--- src/hw/rtl/rci_pkg.sv ---
// rci_pkg: shared types and constants for the ray / circle intersection block
// no dependencies
package rci_pkg;

  localparam int RADIUS_WIDTH = 15;
  localparam logic [RADIUS_WIDTH-1:0] RADIUS_RESET = 15'd256;

  // per-stage control that travels along the cell chains
  typedef struct packed {
    logic valid;
  } ctl_t;

endpackage

--- src/hw/rtl/rci_div_cell.sv ---
// rci_div_cell: one restoring division step for two numerators over a shared divisor
// depends on rci_pkg
module rci_div_cell #(
  parameter int DENW = 32,
  parameter int PW   = 50,
  parameter int SBW  = 35
) (
  input  logic             clk,
  input  logic             rst,
  input  rci_pkg::ctl_t    ctl_in,
  input  logic [DENW-1:0]  den_in,
  input  logic [PW-1:0]    num_x_in,
  input  logic [PW-1:0]    num_y_in,
  input  logic [DENW-1:0]  rem_x_in,
  input  logic [DENW-1:0]  rem_y_in,
  input  logic [SBW-1:0]   side_in,
  output rci_pkg::ctl_t    ctl_out,
  output logic [DENW-1:0]  den_out,
  output logic [PW-1:0]    num_x_out,
  output logic [PW-1:0]    num_y_out,
  output logic [DENW-1:0]  rem_x_out,
  output logic [DENW-1:0]  rem_y_out,
  output logic [SBW-1:0]   side_out
);

  logic [DENW:0] part_x, part_y, diff_x, diff_y;
  logic          ge_x, ge_y;

  always_comb begin
    part_x = {rem_x_in, num_x_in[PW-1]};
    part_y = {rem_y_in, num_y_in[PW-1]};
    ge_x   = part_x >= {1'b0, den_in};
    ge_y   = part_y >= {1'b0, den_in};
    diff_x = part_x - {1'b0, den_in};
    diff_y = part_y - {1'b0, den_in};
  end

  // numerator shifts out at the top while quotient bits shift in below
  always_ff @(posedge clk) begin
    if (rst) begin
      ctl_out <= '0;
    end else begin
      ctl_out <= ctl_in;
    end
    den_out   <= den_in;
    rem_x_out <= ge_x ? diff_x[DENW-1:0] : part_x[DENW-1:0];
    rem_y_out <= ge_y ? diff_y[DENW-1:0] : part_y[DENW-1:0];
    num_x_out <= {num_x_in[PW-2:0], ge_x};
    num_y_out <= {num_y_in[PW-2:0], ge_y};
    side_out  <= side_in;
  end

endmodule

--- config.mk ---
export PLATFORM = sky130hd
export DESIGN_NAME = rci_div_cell
export DESIGN_NICKNAME = d
export VERILOG_FILES = /design/src/hw/rtl/rci_pkg.sv /design/src/hw/rtl/rci_div_cell.sv
export SDC_FILE = /design/constraint.sdc
export NUM_CORES = 1
export LEC_CHECK = 0
export BUFFER_PORTS_ARGS = -buffer_cell sky130_fd_sc_hd__buf_2
export CORE_AREA = 2 2 181 183
export DETAILED_ROUTE_END_ITERATION = 6
export DIE_AREA = 0 0 183 185
export GPL_TIMING_DRIVEN = 0
export HOLD_SLACK_MARGIN = 0.15
export PLACE_DENSITY = 0.5
export REMOVE_ABC_BUFFERS = 1
export SLEW_MARGIN = 20
export SYNTH_ARGS = -nofsm -noshare
export SYNTH_HDL_FRONTEND = slang
export SYNTH_SLANG_ARGS = --single-unit
--- constraint.sdc ---
create_clock -name clk -period 3.7 [get_ports clk]
set_input_delay 0.185 -clock clk [delete_from_list [all_inputs] [get_ports clk]]
set_output_delay 0.185 -clock clk [all_outputs]
set_load 0.05 [all_outputs]
---- After elaboration in Yosys (flattened, before gate mapping) ----
Index checks and enable logic that the tools add are counted.
word-level totals
  input bits .............................. 234
  flip-flop bits (word level) ............. 232
  output and inout port bits .............. 232
  logic and storage cells ................. 13
cells by class
  add/sub/neg operators ................... 2
  magnitude comparators ................... 2
  mux-type cells .......................... 2
operator list
  operator          number
  $ge A33 B32 Y1    2
  $mux W32          2
  $sub A32 B32 Y32  2

---- Longest topological paths before layout ----
  depth in word-level cells ............... 2
  depth in mapped cells ................... 14
  gate-level depth less buffers ........... 12

---- Worst setup path before layout ----
No wires, ideal clock.
  path type ............................... in2reg
  from .................................... input port den_in[18]
  to ...................................... register rem_y_out[24]
  path buffers ............................ 2
  arrival time ............................ 2.786 ns
  path slack .............................. 0.791 ns
  library setup time ...................... 0.123 ns
  stages .................................. 13
  required time ........................... 3.577 ns
  path through ............................ inv_1 > ha_1 > buf_2 > a21o_1 > a21o_1 > a21o_1 > a221oi_2 > o21ai_1 > a31oi_1 > a21oi_2 > a2111oi_4 > buf_6 > mux2_1
between the ends
  longest elaborated chain between the ends .. 2
  elaborated cells on any way between the ends .. 3
  classes of those cells .................. add/sub (1); order compare (1); mux (1)
RTL lines
  item                                                       RTL line                                source
  start, declared                                            rci_div_cell.sv:11                      input logic [DENW-1:0] den_in,
  $sub A32 B32 Y32 / $ge A33 B32 Y1 (equally long branches)  rci_div_cell.sv:35, rci_div_cell.sv:33
  $mux W32 (*)                                               rci_div_cell.sv:47                      rem_y_out <= ge_y ? diff_y[DENW-1:0] : part_y[DENW-1:0];
  end signal, assigned                                       rci_div_cell.sv:47
  end, declared                                              rci_div_cell.sv:22                      output logic [DENW-1:0] rem_y_out,
Every way passes the cells marked *; elsewhere a longest branch is shown, timed or not.
A chain may end at the register's enable or synchronous reset.

---- Worst setup path in the final report ----
  from .................................... input port den_in[11]
  to ...................................... register rem_y_out[29]
The elaborated chain is that of the path after synthesis.

==> results by stage <==
Floorplanning:
- The count of pins on the block boundary is 466.
- The die footprint is about 0.034 mm^2.
- The floorplan has 66 rows.
- The region available for standard cell placement spans 0.0320 mm^2.
- Once the floorplan was initialized, standard cells occupied 27.5% of the core.
- The overall die height is 185 um.
- The die is 183 um wide.

Detailed routing:
- The final wirelength is ~34 mm.
- For this block, the initial DRC count from the detailed router was ~260.
- After detailed routing, the number of remaining DRC violations is 0.
- The first-pass iteration count of the detailed router is 4.
- Dividing the detail-routed via count by the number of cells gives 4.44.
- The number of nets still failing antenna checks after routing is 0.
- After detailed routing, the average wire length per cell comes to 17.4 um.
- The total via count after detailed routing is 8794.

Global route:
- The first global-routing pass estimated 49.9 mm of wire.
- The number of antenna violations at the first check in global routing is 4.
- The number of global-route vias before repair is a little under 9000.
- Entering global routing, the biggest net connects 62 pins.
- The global-route total usage across every layer is 19.1%.
- The overflow left after global routing is 0.

Power and ir drop:
- In this run the power density over the cells is 540 mW/mm^2.
- The maximum VDD drop is 340 uV.
- The design draws 8040 uW.
- The leakage power figure is a little over 0.007 uW.

Clock network:
- The number of sinks handled by clock tree synthesis is 232.
- The clock tree buffer depth is 3.
- The H-tree depth reported by CTS is 1.
- The count of hold-fix buffers inserted at cts is 233.
- After clock tree synthesis, the clock-pin slew on the worst setup and hold paths is 0.06 ns.
- The CTS tree is done.
- Counting the buffers created by CTS gives 27.
- The cell at the root of the clock tree is clkbuf_16.

Logic synthesis:
- Synthesis inferred 232 register bits.
- For this run, asynchronously set or reset flops after synthesis account for 0%.
- The synthesized instance count is about 840.
- A synthesized cell averages 10.5 um^2.
- For this run, the number of Yosys warnings is 0.
- In this run, synthesis inferred 0 flip-flops with an integrated enable.
- The share of synthesized area occupied by flip-flops and latches is 52.7%.
- After synthesis the cells add up to 0.00880 mm^2.
- Counting distinct cell types in the post-synthesis netlist gives 54.
- The synthesized design devotes to its leading area cell type between 50% and 60% of total area.
- For this run, the leading register cell type out of synthesis is dfxtp_1.
- The largest total area in the synthesized netlist belongs to dfxtp_1.
- By area the synthesized netlist is led by dfxtp_1 53%, ha_1 9.1%, mux2_1 3.5%.

STA:
- The actual transition at the worst max-transition pin is 0.704 ns.
- In this run the tightest slew margin relative to its limit is 52.5%.
- The number of pins exceeding their max-slew limit in the final report is 0.
- The final number of setup-violating endpoints is 0.
- The count of final hold-check violations is 2.
- The final critical path takes up 96.6% of the cycle.
- Setup repair after global routing left no endpoint under its margin.
- The final hold slack is -0.161 ns.
- Derived from the worst setup path, the maximum achievable clock frequency is 280 MHz.
- The final critical delay including setup and external delays is 3.57 ns.

Status:
- The final reports fail on negative hold slack.
- The flow ran to the end, but the final reports show violations.

Final layout:
- The area growth from synthesis to layout is 68.9%.
- The number of nets at the end of the flow is 1849.
- Counting the fill cells in the layout gives about 3000.
- Measured on the finished design, the core utilization comes to 46.4%.
- The library cell used most frequently in the layout, excluding fill and tap cells, is buf_2.
- The layout cell share with drive strength beyond 1 is 34.0%.
- The final cell area excluding filler cells is about 0.015 mm^2.
- The library cells used most frequently in the layout, excluding fill and tap cells, are 465 x buf_2, 233 x dlygate4sd3_1, 232 x dfxtp_1, 64 x nand2_1, 63 x ha_1.

Place:
- The final weighted congestion of routability-driven global placement is 0.813.
- Input and output buffers added on the ports amount to 465.
- The HPWL after detailed placement is 25.6 mm.
- Summing all placed instances gives a cell area of about 0.012 mm^2.

Critical path:
- The largest single stage delay on the critical path is 0.56 ns.
- The maximum fanout encountered on the critical timing path is 7.
- The worst setup path is launched from an input pin.
- The startpoint-to-endpoint class of the critical path is in2reg.
- The kind of end point of the critical path is a register.
- At the worst endpoint, the arrival time is 3.99 ns.
- Walking the worst path, the cells encountered are dlygate4sd3_1 > buf_2 > inv_1 > ha_2 > nand4_1 > or3_1 > o21ai_1 > o21ai_1 > or3_1 > a21oi_2 > a2111oi_4 > buf_4 > mux2_1 > dlygate4sd3_1.
- The slowest cell on the critical path is dlygate4sd3_1.
- The required time at the endpoint of the critical path is a little over 4 ns.

Flow run:
- The tool flagged a number of max-cap violations equal to 0.

Hold path:
- In this run the worst hold path is classified as in2reg.
## state kept, by name, summed over array words and instances, names as in the netlist
signal     cells
ctl_out        1
den_out       32
num_x_out     50
num_y_out     50
rem_x_out     32
rem_y_out     32
side_out      35
## metrics by stage
stage                     setup slack, ns  hold WS (ns)  setup TNS (ns)  cells
final                               0.128        -0.161               0   1980
after global routing              0.00633        -0.184               0   1980
after CTS                          0.0298        -0.184               0   1975
after detailed placement           -0.415         0.289           -8.17   1692
after global placement              -1.46         0.288          -47.24   1689
after floorplan                    0.0733         0.213               0    816
## final timing paths
kind                               endpoint  depth (start not counted)        from  slack, ns
worst max-delay path  rem_y_out[29]$_DFF_P_                         14  den_in[11]       0.13
worst min-delay path     den_out[0]$_DFF_P_                          1   den_in[0]      -0.16
## critical path, delay by kind of cell
kind / cells / cell delay (ns)
muxes: 1 / 0.31
AOI/OAI and AO/OA: 4 / 0.69
buffers and inverters: 5 / 1.43
and+or+nand+nor: 3 / 0.96
adders and majority gates: 1 / 0.39
## routing by layer
layer	up-vias	routed length (um)	global-route usage, %
met3	58	2170	4.09
met4	0	1140	6.85
li1	4360	-	-
met2	321	18000	36.9
met5	-	0	0
met1	4055	13000	20.3
## power breakdown
group / switching [uW] / total, uW / internal, uW
registers: 62.8 / 2820 / 2760
clock network: 1100 / 2840 / 1730
logic: 1610 / 2380 / 769
total: 2780 / 8040 / 5260
## timing repair
action,in CTS,in global routing
setup endpoints to repair,0,17
setup buffers,0,3
gates resized for setup,0,2
endpoints found under the hold margin,231,2
## cell families after synthesis
kind of cell / synth area share [%]
compound gates: 14.6
xor+xnor: 5.87
fa+ha+maj: 9.55
buf+inv: 3.42
flops: 52.7
mux: 4.32
simple gates: 9.52
## area by class of cell
type / count / area (um^2) / share of cell area, %
Inverter: 49 / 184 / 1.24
Clock buffer: 35 / 756 / 5.08
Antenna cell: 2 / 5.00 / 0.0336
Tap cell: 408 / 510 / 3.43
Timing Repair Buffer: 704 / 4700 / 31.6
Multi-Input combinational cell: 535 / 3870 / 26.0
Clock inverter: 15 / 200 / 1.35
Sequential cell: 232 / 4640 / 31.2
## Yosys cell counts (all sizes together) (3+ instances only)
cell type and instances:
nand3 13, ha 64, mux2 32, xor2 28
o2111ai 3, nor2b 14, a2111oi 3, o21bai 6
o221ai 3, o31a 4, xnor2 31, nor2 30
and2 3, o211ai 5, nand2b 9, a21o 27
inv 49, nand2 64, a21oi 55, and3 6
clkbuf 21, nand4 14, dfxtp 232, o21ai 61
buf 4, o21a 3, nor3 6, a31oi 12
nor4 3, or3 5
Power figures use the tool's default switching activity.
