## src/hw/rtl/rci_pkg.sv

```systemverilog
// rci_pkg: shared types and constants for the ray / circle intersection block
// no dependencies
package rci_pkg;

  localparam int RADIUS_WIDTH = 15;
  localparam logic [RADIUS_WIDTH-1:0] RADIUS_RESET = 15'd256;

  // per-stage control that travels along the cell chains
  typedef struct packed {
    logic valid;
  } ctl_t;

endpackage

```

## src/hw/rtl/rci_sqrt_cell.sv

```systemverilog
// rci_sqrt_cell: one restoring square root step, one result bit per cell
// depends on rci_pkg
module rci_sqrt_cell #(
  parameter int SW  = 31,
  parameter int SBW = 130
) (
  input  logic                clk,
  input  logic                rst,
  input  rci_pkg::ctl_t       ctl_in,
  input  logic [2*SW-1:0]     rad_in,
  input  logic [SW:0]         rem_in,
  input  logic [SW-1:0]       root_in,
  input  logic [SBW-1:0]      side_in,
  output rci_pkg::ctl_t       ctl_out,
  output logic [2*SW-1:0]     rad_out,
  output logic [SW:0]         rem_out,
  output logic [SW-1:0]       root_out,
  output logic [SBW-1:0]      side_out
);

  logic [SW+2:0] partial;
  logic [SW+2:0] trial;
  logic          take;
  logic [SW+2:0] diff;

  always_comb begin
    partial = {rem_in, rad_in[2*SW-1:2*SW-2]};
    trial   = {1'b0, root_in, 2'b01};
    take    = partial >= trial;
    diff    = partial - trial;
  end

  always_ff @(posedge clk) begin
    if (rst) begin
      ctl_out <= '0;
    end else begin
      ctl_out <= ctl_in;
    end
    rad_out  <= {rad_in[2*SW-3:0], 2'b00};
    rem_out  <= take ? diff[SW:0] : partial[SW:0];
    root_out <= {root_in[SW-2:0], take};
    side_out <= side_in;
  end

endmodule

```

## config.mk

```make
export PLATFORM = sky130hd
export DESIGN_NAME = rci_sqrt_cell
export DESIGN_NICKNAME = d
export VERILOG_FILES = /design/src/hw/rtl/rci_pkg.sv /design/src/hw/rtl/rci_sqrt_cell.sv
export SDC_FILE = /design/constraint.sdc
export NUM_CORES = 1
export LEC_CHECK = 0
export ABC_AREA = 1
export BUFFER_PORTS_ARGS = -buffer_cell sky130_fd_sc_hd__buf_2
export CAP_MARGIN = 20
export CORE_AREA = 2 2 202 204
export CTS_CLUSTER_SIZE = 8
export DETAILED_ROUTE_END_ITERATION = 7
export DIE_AREA = 0 0 204 206
export PLACE_DENSITY = 0.5
export REMOVE_ABC_BUFFERS = 1
export SYNTH_ARGS = -nofsm -noshare
export SYNTH_HDL_FRONTEND = slang
export SYNTH_SLANG_ARGS = --single-unit
export TNS_END_PERCENT = 20
```

## constraint.sdc

```tcl
create_clock -name clk -period 2.35 [get_ports clk]
set_clock_uncertainty 0.1 [all_clocks]
set_input_delay 0.47 -clock clk [delete_from_list [all_inputs] [get_ports clk]]
set_output_delay 0.47 -clock clk [all_outputs]
set_load 0.01 [all_outputs]
```

* Word level (Yosys, flattened, before mapping)
Index checks and enable logic that the tools add are counted.
** Storage, ports and cells
- Flip-flop bits (word level) :: 254
- Input bits :: 258
- Output and inout bits :: 256
- Word-level logic and storage cells :: 8
** Operators by class
- $add $sub $neg :: 1
- Magnitude comparators :: 1
- Mux-type cells :: 1
** Operator list (count)
- $ge A34 B33 Y1 :: 1
- $mux W32 :: 1
- $sub A32 B32 Y32 :: 1

* Logic depth before layout (Yosys ltp)
Gate-level depths: netlist of run 1.
- Word-level depth :: 2
- Mapped depth :: 15
- Gate-level depth less buffers :: 14

* Least setup slack after synthesis of run 1
No wires, ideal clock.
- Path kind :: input to register
- Start :: in root_in[23]
- End :: reg rem_out[21]
- Setup time :: 0.112 ns
- Data arrival time :: 1.844 ns
- Required time :: 2.138 ns
- Setup slack :: 0.294 ns
- Cell stages on the path :: 15
- Path buffers :: 1
- Path through :: inv_1 ha_1 nand2_1 inv_1 nand2_1 nand2_1 clkinv_1 nand2_1 nand2_1 nand3_1 nor2_4 nand2_8 buf_12 nand2_2 nand2_1
** On the way
- Word-level cells in the longest chain between the ends :: 2
** Ends and longest elaborated chain
- start: declaration :: RTL line rci_sqrt_cell.sv:12 : input logic [SW-1:0] root_in,
- $ge A34 B33 Y1 :: RTL line rci_sqrt_cell.sv:29 : take = partial >= trial;
- $mux W32 :: RTL line rci_sqrt_cell.sv:40 : rem_out <= take ? diff[SW:0] : partial[SW:0];
- end signal: assignment :: RTL line rci_sqrt_cell.sv:40
- end: declaration :: RTL line rci_sqrt_cell.sv:16 : output logic [SW:0] rem_out,
No other way between the ends.
A chain may end at the register's enable or synchronous reset.

* Worst setup path in the final report of run 1
- Start :: in root_in[27]
- End :: reg rem_out[26]
Same word-level chain as after synthesis.

==> summary.md, run 1 <==
| Metric | Value |
|---|---|
| Status | `finished, final reports clean` |
| Type of the worst setup path | `in2reg` |
| Critical path launch point type | `input port` |
| Synth Cell Area | `8370 µm²` |
| Most frequent cells in the layout | `511 x buf_2, 276 x nand2_1, 254 x dfxtp_1` |
| Placement Rows | `74` |
| Placed instance area | `12000 µm²` |
| Max Slew Vio Count | `0` |
| Via/cell ratio | `3.78` |
| Placeable Area | `40200 µm²` |
| Final setup margin | `0.0475 ns` |
| CP Launch Point | `root_in[27]` |
| Avg Inst Size Synth | `8.93 µm²` |
| Area fraction of the dominant cell type after synthesis | `60.8%` |
| Yosys top cell by area | `dfxtp_1` |
| Die area | `42000 µm²` |
| DRC errors left | `0` |
| Tot Pwr | `11700 µW` |
| Post-place setup slack | `-0.122 ns` |
| First-pass GRT wire length | `51.9 mm` |
| Tmin final | `2.30 ns` |
| Placer Congestion | `0.847` |
| Class of the worst hold path | `in2reg` |
| Crit path max fanout | `13` |
| Detailed Routing Iterations Pass 1 | `5` |
| Hold Startpoint | `root_in[14]` |
| Worst VDD drop | `0.488 mV` |
| Final #Nets | `2053` |
| Commonest non-fill, non-tap cell in the layout | `buf_2` |
| Sequential-to-total area share from yosys stat | `60.8%` |
| Chip height | `206 µm` |
| CTS Buffer Depth | `3` |
| Initial antenna violation count | `7` |
| H-tree depth | `2` |
| Power Dens Cells | `757 nW/µm²` |
| Leakage | `0.00825 µW` |
| Total gr overflow | `0` |
| # placed instances | `2031` |
| Post-synthesis register bit count | `254` |
| Non-filler cells, final | `2302` |
| Vias in the first global route | `8782` |
| Die W | `204 µm` |
| Iteration-0 DRC Markers | `331` |
| Hold Vio Cnt, Final | `0` |
| RSZ-0062 raised after global routing | `yes` |
| IO buf count | `511` |
| Yosys warnings | `0` |
| Worst EP arrival | `2.62 ns` |
| Via count | `8712` |
| WL per Instance | `16.2 µm` |
| Routed Antenna Nets | `0` |
| CTS Sinks | `254` |
| Setup Viol. Count Final | `0` |
| Final HPWL from detailed placement | `28.7 mm` |
| CP endpoint kind | `register` |
| CTS tree | `yes` |
| CTS Buf Count | `38` |
| Post-route cell area | `15400 µm²` |
| DRT Wirelength | `37.4 mm` |
| Synth cell types | `28` |
| Root buf cell | `clkbuf_16` |
| Post-route clock period utilization | `98.0%` |
| Post-Synthesis Cells | `937` |
| Initial Util | `20.8%` |
| WP data required | `2.67 ns` |
| Layout cells sized above 1 | `38.8%` |
| Area grow syn2layout | `84.3%` |
| Clk slew on worst S/H paths | `0.05 ns` |
| Max-Cap Viols | `0` |
| Ranking of synthesized cells by area | `dfxtp_1 61%, nand2_1 13%, inv_1 7.1%` |
| GRT Util Overall | `16.7%` |
| Largest net degree at the start of global routing | `24` |
| Io pins | `514` |
| Achievable Freq | `434 MHz` |
synth_stat cells (all sizes together):
library cell and n:
a21o 1, nand4 3, nand2 316, nand3b 1
clkinv 1, xnor2 1, nor3 7, dfxtp 254
o21bai 3, inv 162, xor2 13, buf 11
and2 4, nand3 59, ha 33, conb 1
nor2 46, a21oi 21
power breakdown:
group	leakage [µW]	switching, µW	internal (µW)
Combinational	0.00560	1100	998
Clock	0.000505	1890	2970
Sequential	0.00214	79.0	4620
Total	0.00825	3070	8590
metrics by stage:
step	TNS (ns)	utilization [%]	hold WS, ns
3_3_place_gp	-2.59	29.9	0.472
3_5_place_dp	-3.37	29.9	0.474
5_1_grt	-0.436	38.4	0.00635
4_1_cts	0	38.0	0.00330
6_report	0	38.4	0.0283
2_1_floorplan	-1.41	-	0.398
critical path, stage by stage:
cell and delay [ns]:
dlygate4sd3_1 0.52, buf_2 0.11, inv_1 0.04, ha_1 0.30, nand2_1 0.16, inv_1 0.09
a21oi_1 0.23, nor2_1 0.10, nor2_4 0.12, buf_12 0.13, nand2_8 0.06, buf_12 0.16
nand2_2 0.07, nand2_1 0.04
cell type report:
class,count,area (µm²)
fillers,4065,24800
well taps,532,666
repair buffers,795,5320
clock inverters,3,40.0
diodes,2,5.00
clock buffers,43,1000
inverters,163,612
flip-flops and latches,254,5080
multi-input cells,510,2700
repair_timing:
action	CTS	global route
setup buffers	0	3
hold buffers	220	0
setup endpoints to repair	0	33
hold endpoints to repair	220	0
resized for setup	0	31
per-layer routing:
layer  global-route usage (%)  vias to the layer above  share of wire [%]
met5                        0                        -               0.13
met4                     5.41                        8                2.3
met3                     5.23                       54                7.5
met2                     30.0                      297                 50
met1                     18.9                     3912                 40
li1                         -                     4441                  -
final timing paths:
check             slack [ns]      endpoint  depth (start not counted)
setup / recovery        0.05   rem_out[26]                         14
hold / removal          0.03  root_out[15]                          1
cells by family (layout without fill, tap and decap cells):
family	count (synthesis)	after routing	synth area share [%]
simple gates	436	436	22.6
other cells	1	4	0.0448
compound gates	25	25	1.62
fa+ha+maj	33	33	4.93
xor+xnor	14	14	1.47
flops	254	254	60.8
buf+inv	174	1004	8.55
sequential cells by signal (all words and copies together), names as in the netlist:
signal	count
rad_out	60
side_out	130
root_out	31
ctl_out	1
rem_out	32
Note: power is estimated with default switching activity, not from simulation.
==> run 2: changes to the inputs <==
RECOVER_POWER = 50   (was not set)
==> summary.md, run 2 (synthesis gave the netlist of run 1 again) <==
| Metric | Value |
|---|---|
| Largest net degree at the start of global routing | `24 (unchanged)` |
| Iteration-0 DRC Markers | `342 (+3.3%)` |
| Clock power frac | `41.8% (about the same)` |
| Vias in the first global route | `8782 (unchanged)` |
| Final HPWL from detailed placement | `28.7 mm (unchanged)` |
| Worst EP arrival | `2.62 ns (about the same)` |
| Achievable Freq | `434 MHz (about the same)` |
| Status | `finished, final reports clean` |
| H-tree depth | `2 (unchanged)` |
| Final #Nets | `2053 (unchanged)` |
| Routed Antenna Nets | `0 (unchanged)` |
| Placeable Area | `40200 µm² (unchanged)` |
| CP endpoint kind | `register` |
| Critical path launch point type | `input port` |
| Chip height | `206 µm (unchanged)` |
| GRT Util Overall | `16.7% (unchanged)` |
| Pint | `8580 µW (-0.16%)` |
| CTS tree | `yes` |
| Non-filler cells, final | `2302 (unchanged)` |
| CTS Sinks | `254 (unchanged)` |
| DRT Wirelength | `37.3 mm (-0.19%)` |
| Initial antenna violation count | `7 (unchanged)` |
| Class of the worst hold path | `in2reg` |
| Most frequent cells in the layout | `454 x buf_2, 276 x nand2_1, 254 x dfxtp_1` |
| WL per Instance | `16.2 µm (-0.19%)` |
| Fillcell total | `4097 (+0.79%)` |
| CTS Buf Count | `38 (unchanged)` |
| Post-route clock period utilization | `98.1% (about the same)` |
| Via count | `8695 (-0.20%)` |
| Root buf cell | `clkbuf_16` |
| Leakage | `0.00809 µW (-1.9%)` |
| Crit path max fanout | `13 (unchanged)` |
| WP data required | `2.67 ns (about the same)` |
| Registers with the most flip-flops | `side_out (130), rad_out (60), rem_out (32)` |
| Placer Congestion | `0.847 (unchanged)` |
| CTS Buffer Depth | `3 (unchanged)` |
| Max reg flops | `130 (unchanged)` |
| First-pass GRT wire length | `51.9 mm (unchanged)` |
| Reg with most FFs | `side_out` |
| Multi-input gate area | `2700 µm² (unchanged)` |
| Worst-path cell chain | `dlygate4sd3_1 > buf_2 > inv_1 > ha_1 > nand2_1 > inv_1 > a21oi_1 > nor2_1 > nor2_4 > buf_12 > nand2_8 > buf_12 > nand2_2 > nand2_1` |
| Io pins | `514 (unchanged)` |
| FF/Latch Area | `5080 µm² (unchanged)` |
| RSZ-0062 raised after global routing | `yes` |
| Die W | `204 µm (unchanged)` |
| Via/cell ratio | `3.78 (-0.20%)` |
| Setup Viol. Count Final | `0 (unchanged)` |
| Post-route cell area | `15300 µm² (-0.46%)` |
| Max-Cap Viols | `0 (unchanged)` |
| Sw frac | `26.4% (+0.033 points)` |
| Tot Pwr | `11700 µW (-0.11%)` |
| Die area | `42000 µm² (unchanged)` |
| Hold Vio Cnt, Final | `0 (unchanged)` |
| Max Slew Vio Count | `0 (unchanged)` |
| Placement Rows | `74 (unchanged)` |
| Layout cells sized above 1 | `35.6% (-3.2 points)` |
| Tmin final | `2.30 ns (+0.00217 ns)` |
| Gate power share | `17.9% (about the same)` |
| NetSw | `3070 µW (about the same)` |
| Seq pwr share | `40.4% (about the same)` |
| Crit path max-delay cell type | `dlygate4sd3_1` |
| Placed instance area | `12000 µm² (unchanged)` |
| Worst VDD drop | `0.487 mV (-0.25%)` |
| Power Dens Cells | `759 nW/µm² (+0.35%)` |
| Initial Util | `20.8% (unchanged)` |
| DRC errors left | `0 (unchanged)` |
| Clk slew on worst S/H paths | `0.05 ns (about the same)` |
| IO buf count | `511 (unchanged)` |
| Total gr overflow | `0 (unchanged)` |
| Area grow syn2layout | `83.4%` |
| Detailed Routing Iterations Pass 1 | `5 (unchanged)` |
| Largest stage delay on the critical path | `0.52 ns (about the same)` |
| Commonest non-fill, non-tap cell in the layout | `buf_2` |
| Type of the worst setup path | `in2reg` |
| # placed instances | `2031 (unchanged)` |
## run 2: power groups by stage
stage	Combinational, µW	Sequential (µW)	Clock, µW
after global routing	2280	4730	5230
after CTS	2070	4700	5030
after floorplan	631	4950	0
after global placement	1740	4790	0
final	2080	4700	4870
after detailed placement	1750	4780	0
## run 2: per-layer routing
metal	vias up	GRT usage, %	share of wire (%)
met5	-	0	0.13
met4	8	5.41	2.3
met3	52	5.23	7.6
met2	300	30.0	50
met1	3895	18.9	40
li1	4440	-	-
## run 2: cell type report
class / count / area share, %
timing repair buffer: 795 / 34.2
sequential: 254 / 33.1
multi-input combinational: 510 / 17.6
clock buffer: 43 / 6.52
tap: 532 / 4.34
inverter: 163 / 3.99
clock inverter: 3 / 0.261
antenna: 2 / 0.0326
## run 2: worst max-delay path: cells and delay by family
family	cells	cell delay, ns
buffers and inverters	6	1.05
AO/OA/AOI/OAI	1	0.23
AND/OR/NAND/NOR	6	0.56
adder cells (fa/ha/maj)	1	0.30
## run 2: timing repair
item | CTS | global route
gates resized for setup | 0 | 31
hold buffers | 220 | 0
hold endpoints to repair | 220 | 0
setup endpoints to repair | 0 | 33
setup buffers | 0 | 3
## run 2: path summary, 6_finish.rpt
kind	start	endpoint	slack [ns]	cells after the start
hold / removal	root_in[14]	root_out[15]	0.08	1
setup / recovery	root_in[27]	rem_out[26]	0.05	14
## run 2: through the flow
step / TNS (ns) / setup WS [ns] / utilization, % / hold slack [ns]
finish: 0 / 0.0454 / 38.2 / 0.0756
global route: -0.436 / -0.0506 / 38.2 / 0.0582
CTS: 0 / 0.00917 / 38.0 / 0.00330
detailed placement: -3.37 / -0.122 / 29.9 / 0.474
global placement: -2.59 / -0.0956 / 29.9 / 0.472
floorplan: -1.41 / -0.0593 / - / 0.398
==> run 3: changes to the inputs <==
BUFFER_PORTS_ARGS = -buffer_cell sky130_fd_sc_hd__buf_4   (was -buffer_cell sky130_fd_sc_hd__buf_2)
==> summary.md, run 3 (synthesis gave the netlist of run 1 again) <==
| Metric | Value |
|---|---|
| Root buf cell | `clkbuf_16` |
| Detailed Routing Iterations Pass 1 | `4 (-1)` |
| Io pins | `514 (unchanged)` |
| Iteration-0 DRC Markers | `324 (-5.3%)` |
| Reg with most FFs | `side_out` |
| Hold Vio Cnt, Final | `0 (unchanged)` |
| Hold endpoint | `rem_out[30]` |
| Critical path launch point type | `input port` |
| Worst EP arrival | `2.67 ns (+0.05 ns)` |
| Area grow syn2layout | `102%` |
| Largest stage delay on the critical path | `0.53 ns (about the same)` |
| IO buf count | `511 (unchanged)` |
| Via/cell ratio | `3.82 (+1.2%)` |
| Buf/Inv on CP | `6 (unchanged)` |
| Pint | `8880 µW (+3.5%)` |
| Achievable Freq | `435 MHz (+0.15%)` |
| CP endpoint kind | `register` |
| Via count | `8836 (+1.6%)` |
| DRC errors left | `0 (unchanged)` |
| Max reg flops | `130 (unchanged)` |
| Die area | `42000 µm² (unchanged)` |
| Class of the worst hold path | `in2reg` |
| Tmin final | `2.30 ns (-0.00351 ns)` |
| Chip height | `206 µm (unchanged)` |
| Layout cells sized above 1 | `39.1% (+3.5 points)` |
| First-pass GRT wire length | `53.8 mm (+3.7%)` |
| Die W | `204 µm (unchanged)` |
| WP data required | `2.72 ns (+0.05 ns)` |
| Largest net degree at the start of global routing | `22 (-8.3%)` |
| Setup TNS | `0 ns (unchanged)` |
| Post-route clock period utilization | `97.9% (-0.15 points)` |
| Commonest non-fill, non-tap cell in the layout | `buf_4` |
| Gate power share | `20.4% (+2.5 points)` |
| Total gr overflow | `0 (unchanged)` |
| Placeable Area | `40200 µm² (unchanged)` |
| Initial Util | `20.8% (unchanged)` |
| Routed Antenna Nets | `0 (unchanged)` |
| Clock power frac | `40.3% (-1.5 points)` |
| Hold slack | `0.0711 ns (-0.00446 ns)` |
| Status | `finished, final reports clean` |
| H-tree depth | `2 (unchanged)` |
| Placer Congestion | `0.855 (+0.98%)` |
| Final #Nets | `2059 (+0.29%)` |
| Worst-path cell chain | `dlygate4sd3_1 > buf_4 > inv_1 > ha_4 > nand2_4 > nor2_4 > inv_1 > buf_4 > nor3_4 > nand2_8 > nand2_8 > clkbuf_16 > nand2_2 > nand2_1` |
| DRT Wirelength | `38.9 mm (+4.2%)` |
| GRT Util Overall | `17.4% (+0.67 points)` |
| Power Dens Cells | `710 nW/µm² (-6.5%)` |
| Crit path max-delay cell type | `dlygate4sd3_1` |
| WL per Instance | `16.8 µm (+3.8%)` |
| Vias in the first global route | `8955 (+2.0%)` |
| Crit path max fanout | `7 (-6)` |
| Placement Rows | `74 (unchanged)` |
| Hold Crit Depth | `3 (+2)` |
| CTS Buf Count | `38 (unchanged)` |
| NetSw | `3110 µW (+1.3%)` |
| Hold Startpoint | `rem_in[28]` |
| Max-Cap Viols | `0 (unchanged)` |
| Leakage | `0.00858 µW (+6.0%)` |
| CTS Buffer Depth | `3 (unchanged)` |
| Clk slew on worst S/H paths | `0.06 ns (about the same)` |
| Final HPWL from detailed placement | `29.4 mm (+2.5%)` |
| Most frequent cells in the layout | `328 x buf_4, 258 x nand2_1, 254 x dfxtp_1` |
| Non-filler cells, final | `2311 (+0.39%)` |
| RSZ-0062 raised after global routing | `yes` |
| Registers with the most flip-flops | `side_out (130), rad_out (60), rem_out (32)` |
| Setup Viol. Count Final | `0 (unchanged)` |
| Sw frac | `25.9% (-0.42 points)` |
| CTS Sinks | `254 (unchanged)` |
| Seq pwr share | `39.4% (-1.0 points)` |
| Initial antenna violation count | `5 (-2)` |
| Type of the worst setup path | `in2reg` |
| Worst VDD drop | `0.351 mV (-28%)` |
| CTS tree | `yes` |
| # placed instances | `2032 (+0.049%)` |
| Cell family with most CP delay | `buffers and inverters` |
| Max Slew Vio Count | `0 (unchanged)` |
run 3: worst max path at each step:
stage | endpoint | slack [ns] | start | cells past startpoint
global route | rem_out[25] | -0.03 | root_in[0] | 17
floorplan | rem_out[19] | -0.06 | root_in[23] | 14
finish | rem_out[25] | 0.05 | root_in[25] | 14
CTS | rem_out[27] | 0.004 | root_in[8] | 17
detailed placement | rem_out[19] | -0.12 | rem_in[23] | 15
global placement | rem_out[19] | -0.11 | rem_in[23] | 15
run 3: power groups by stage:
stage	Sequential, µW	Combinational [µW]	Clock, µW
floorplan	4950	631	0
global placement	4810	2030	0
detailed placement	4800	2040	0
CTS	4720	2370	5000
global route	4740	2650	5180
finish	4720	2440	4830
run 3: per-stage QoR:
| stage | area [µm²] | setup slack, ns | util, % | total power, µW |
|---|---|---|---|---|
| 2_1_floorplan | 8270 | -0.0593 | - | 5580 |
| 3_3_place_gp | 13300 | -0.114 | 33.1 | 6830 |
| 3_5_place_dp | 13300 | -0.124 | 33.1 | 6840 |
| 4_1_cts | 16500 | 0.00414 | 41.1 | 12100 |
| 5_1_grt | 16900 | -0.0260 | 42.0 | 12600 |
| 6_report | 16900 | 0.0489 | 42.0 | 12000 |
run 3: final cells by class:
| class | count | area [µm²] |
|---|---|---|
| inverters | 163 | 612 |
| fillers | 3940 | 23300 |
| diodes | 4 | 10.0 |
| clock inverters | 2 | 13.8 |
| repair buffers | 801 | 6560 |
| clock buffers | 45 | 1010 |
| multi-input cells | 510 | 2940 |
| well taps | 532 | 666 |
| flip-flops and latches | 254 | 5080 |
run 3: layer usage:
layer	share of wire, %	global-route usage (%)	wire (µm)	up-vias
met5	0.062	0	24	-
met4	3.7	7.74	1420	4
met3	6.6	5.25	2560	61
met2	49	30.0	19100	302
met1	41	19.9	15800	4004
li1	-	-	-	4465
run 3: what timing repair did:
action,in CTS,in global routing
buffers inserted,0,5
hold endpoints to repair,220,0
setup endpoints to repair,0,33
hold buffers,220,0
resized for setup,0,81
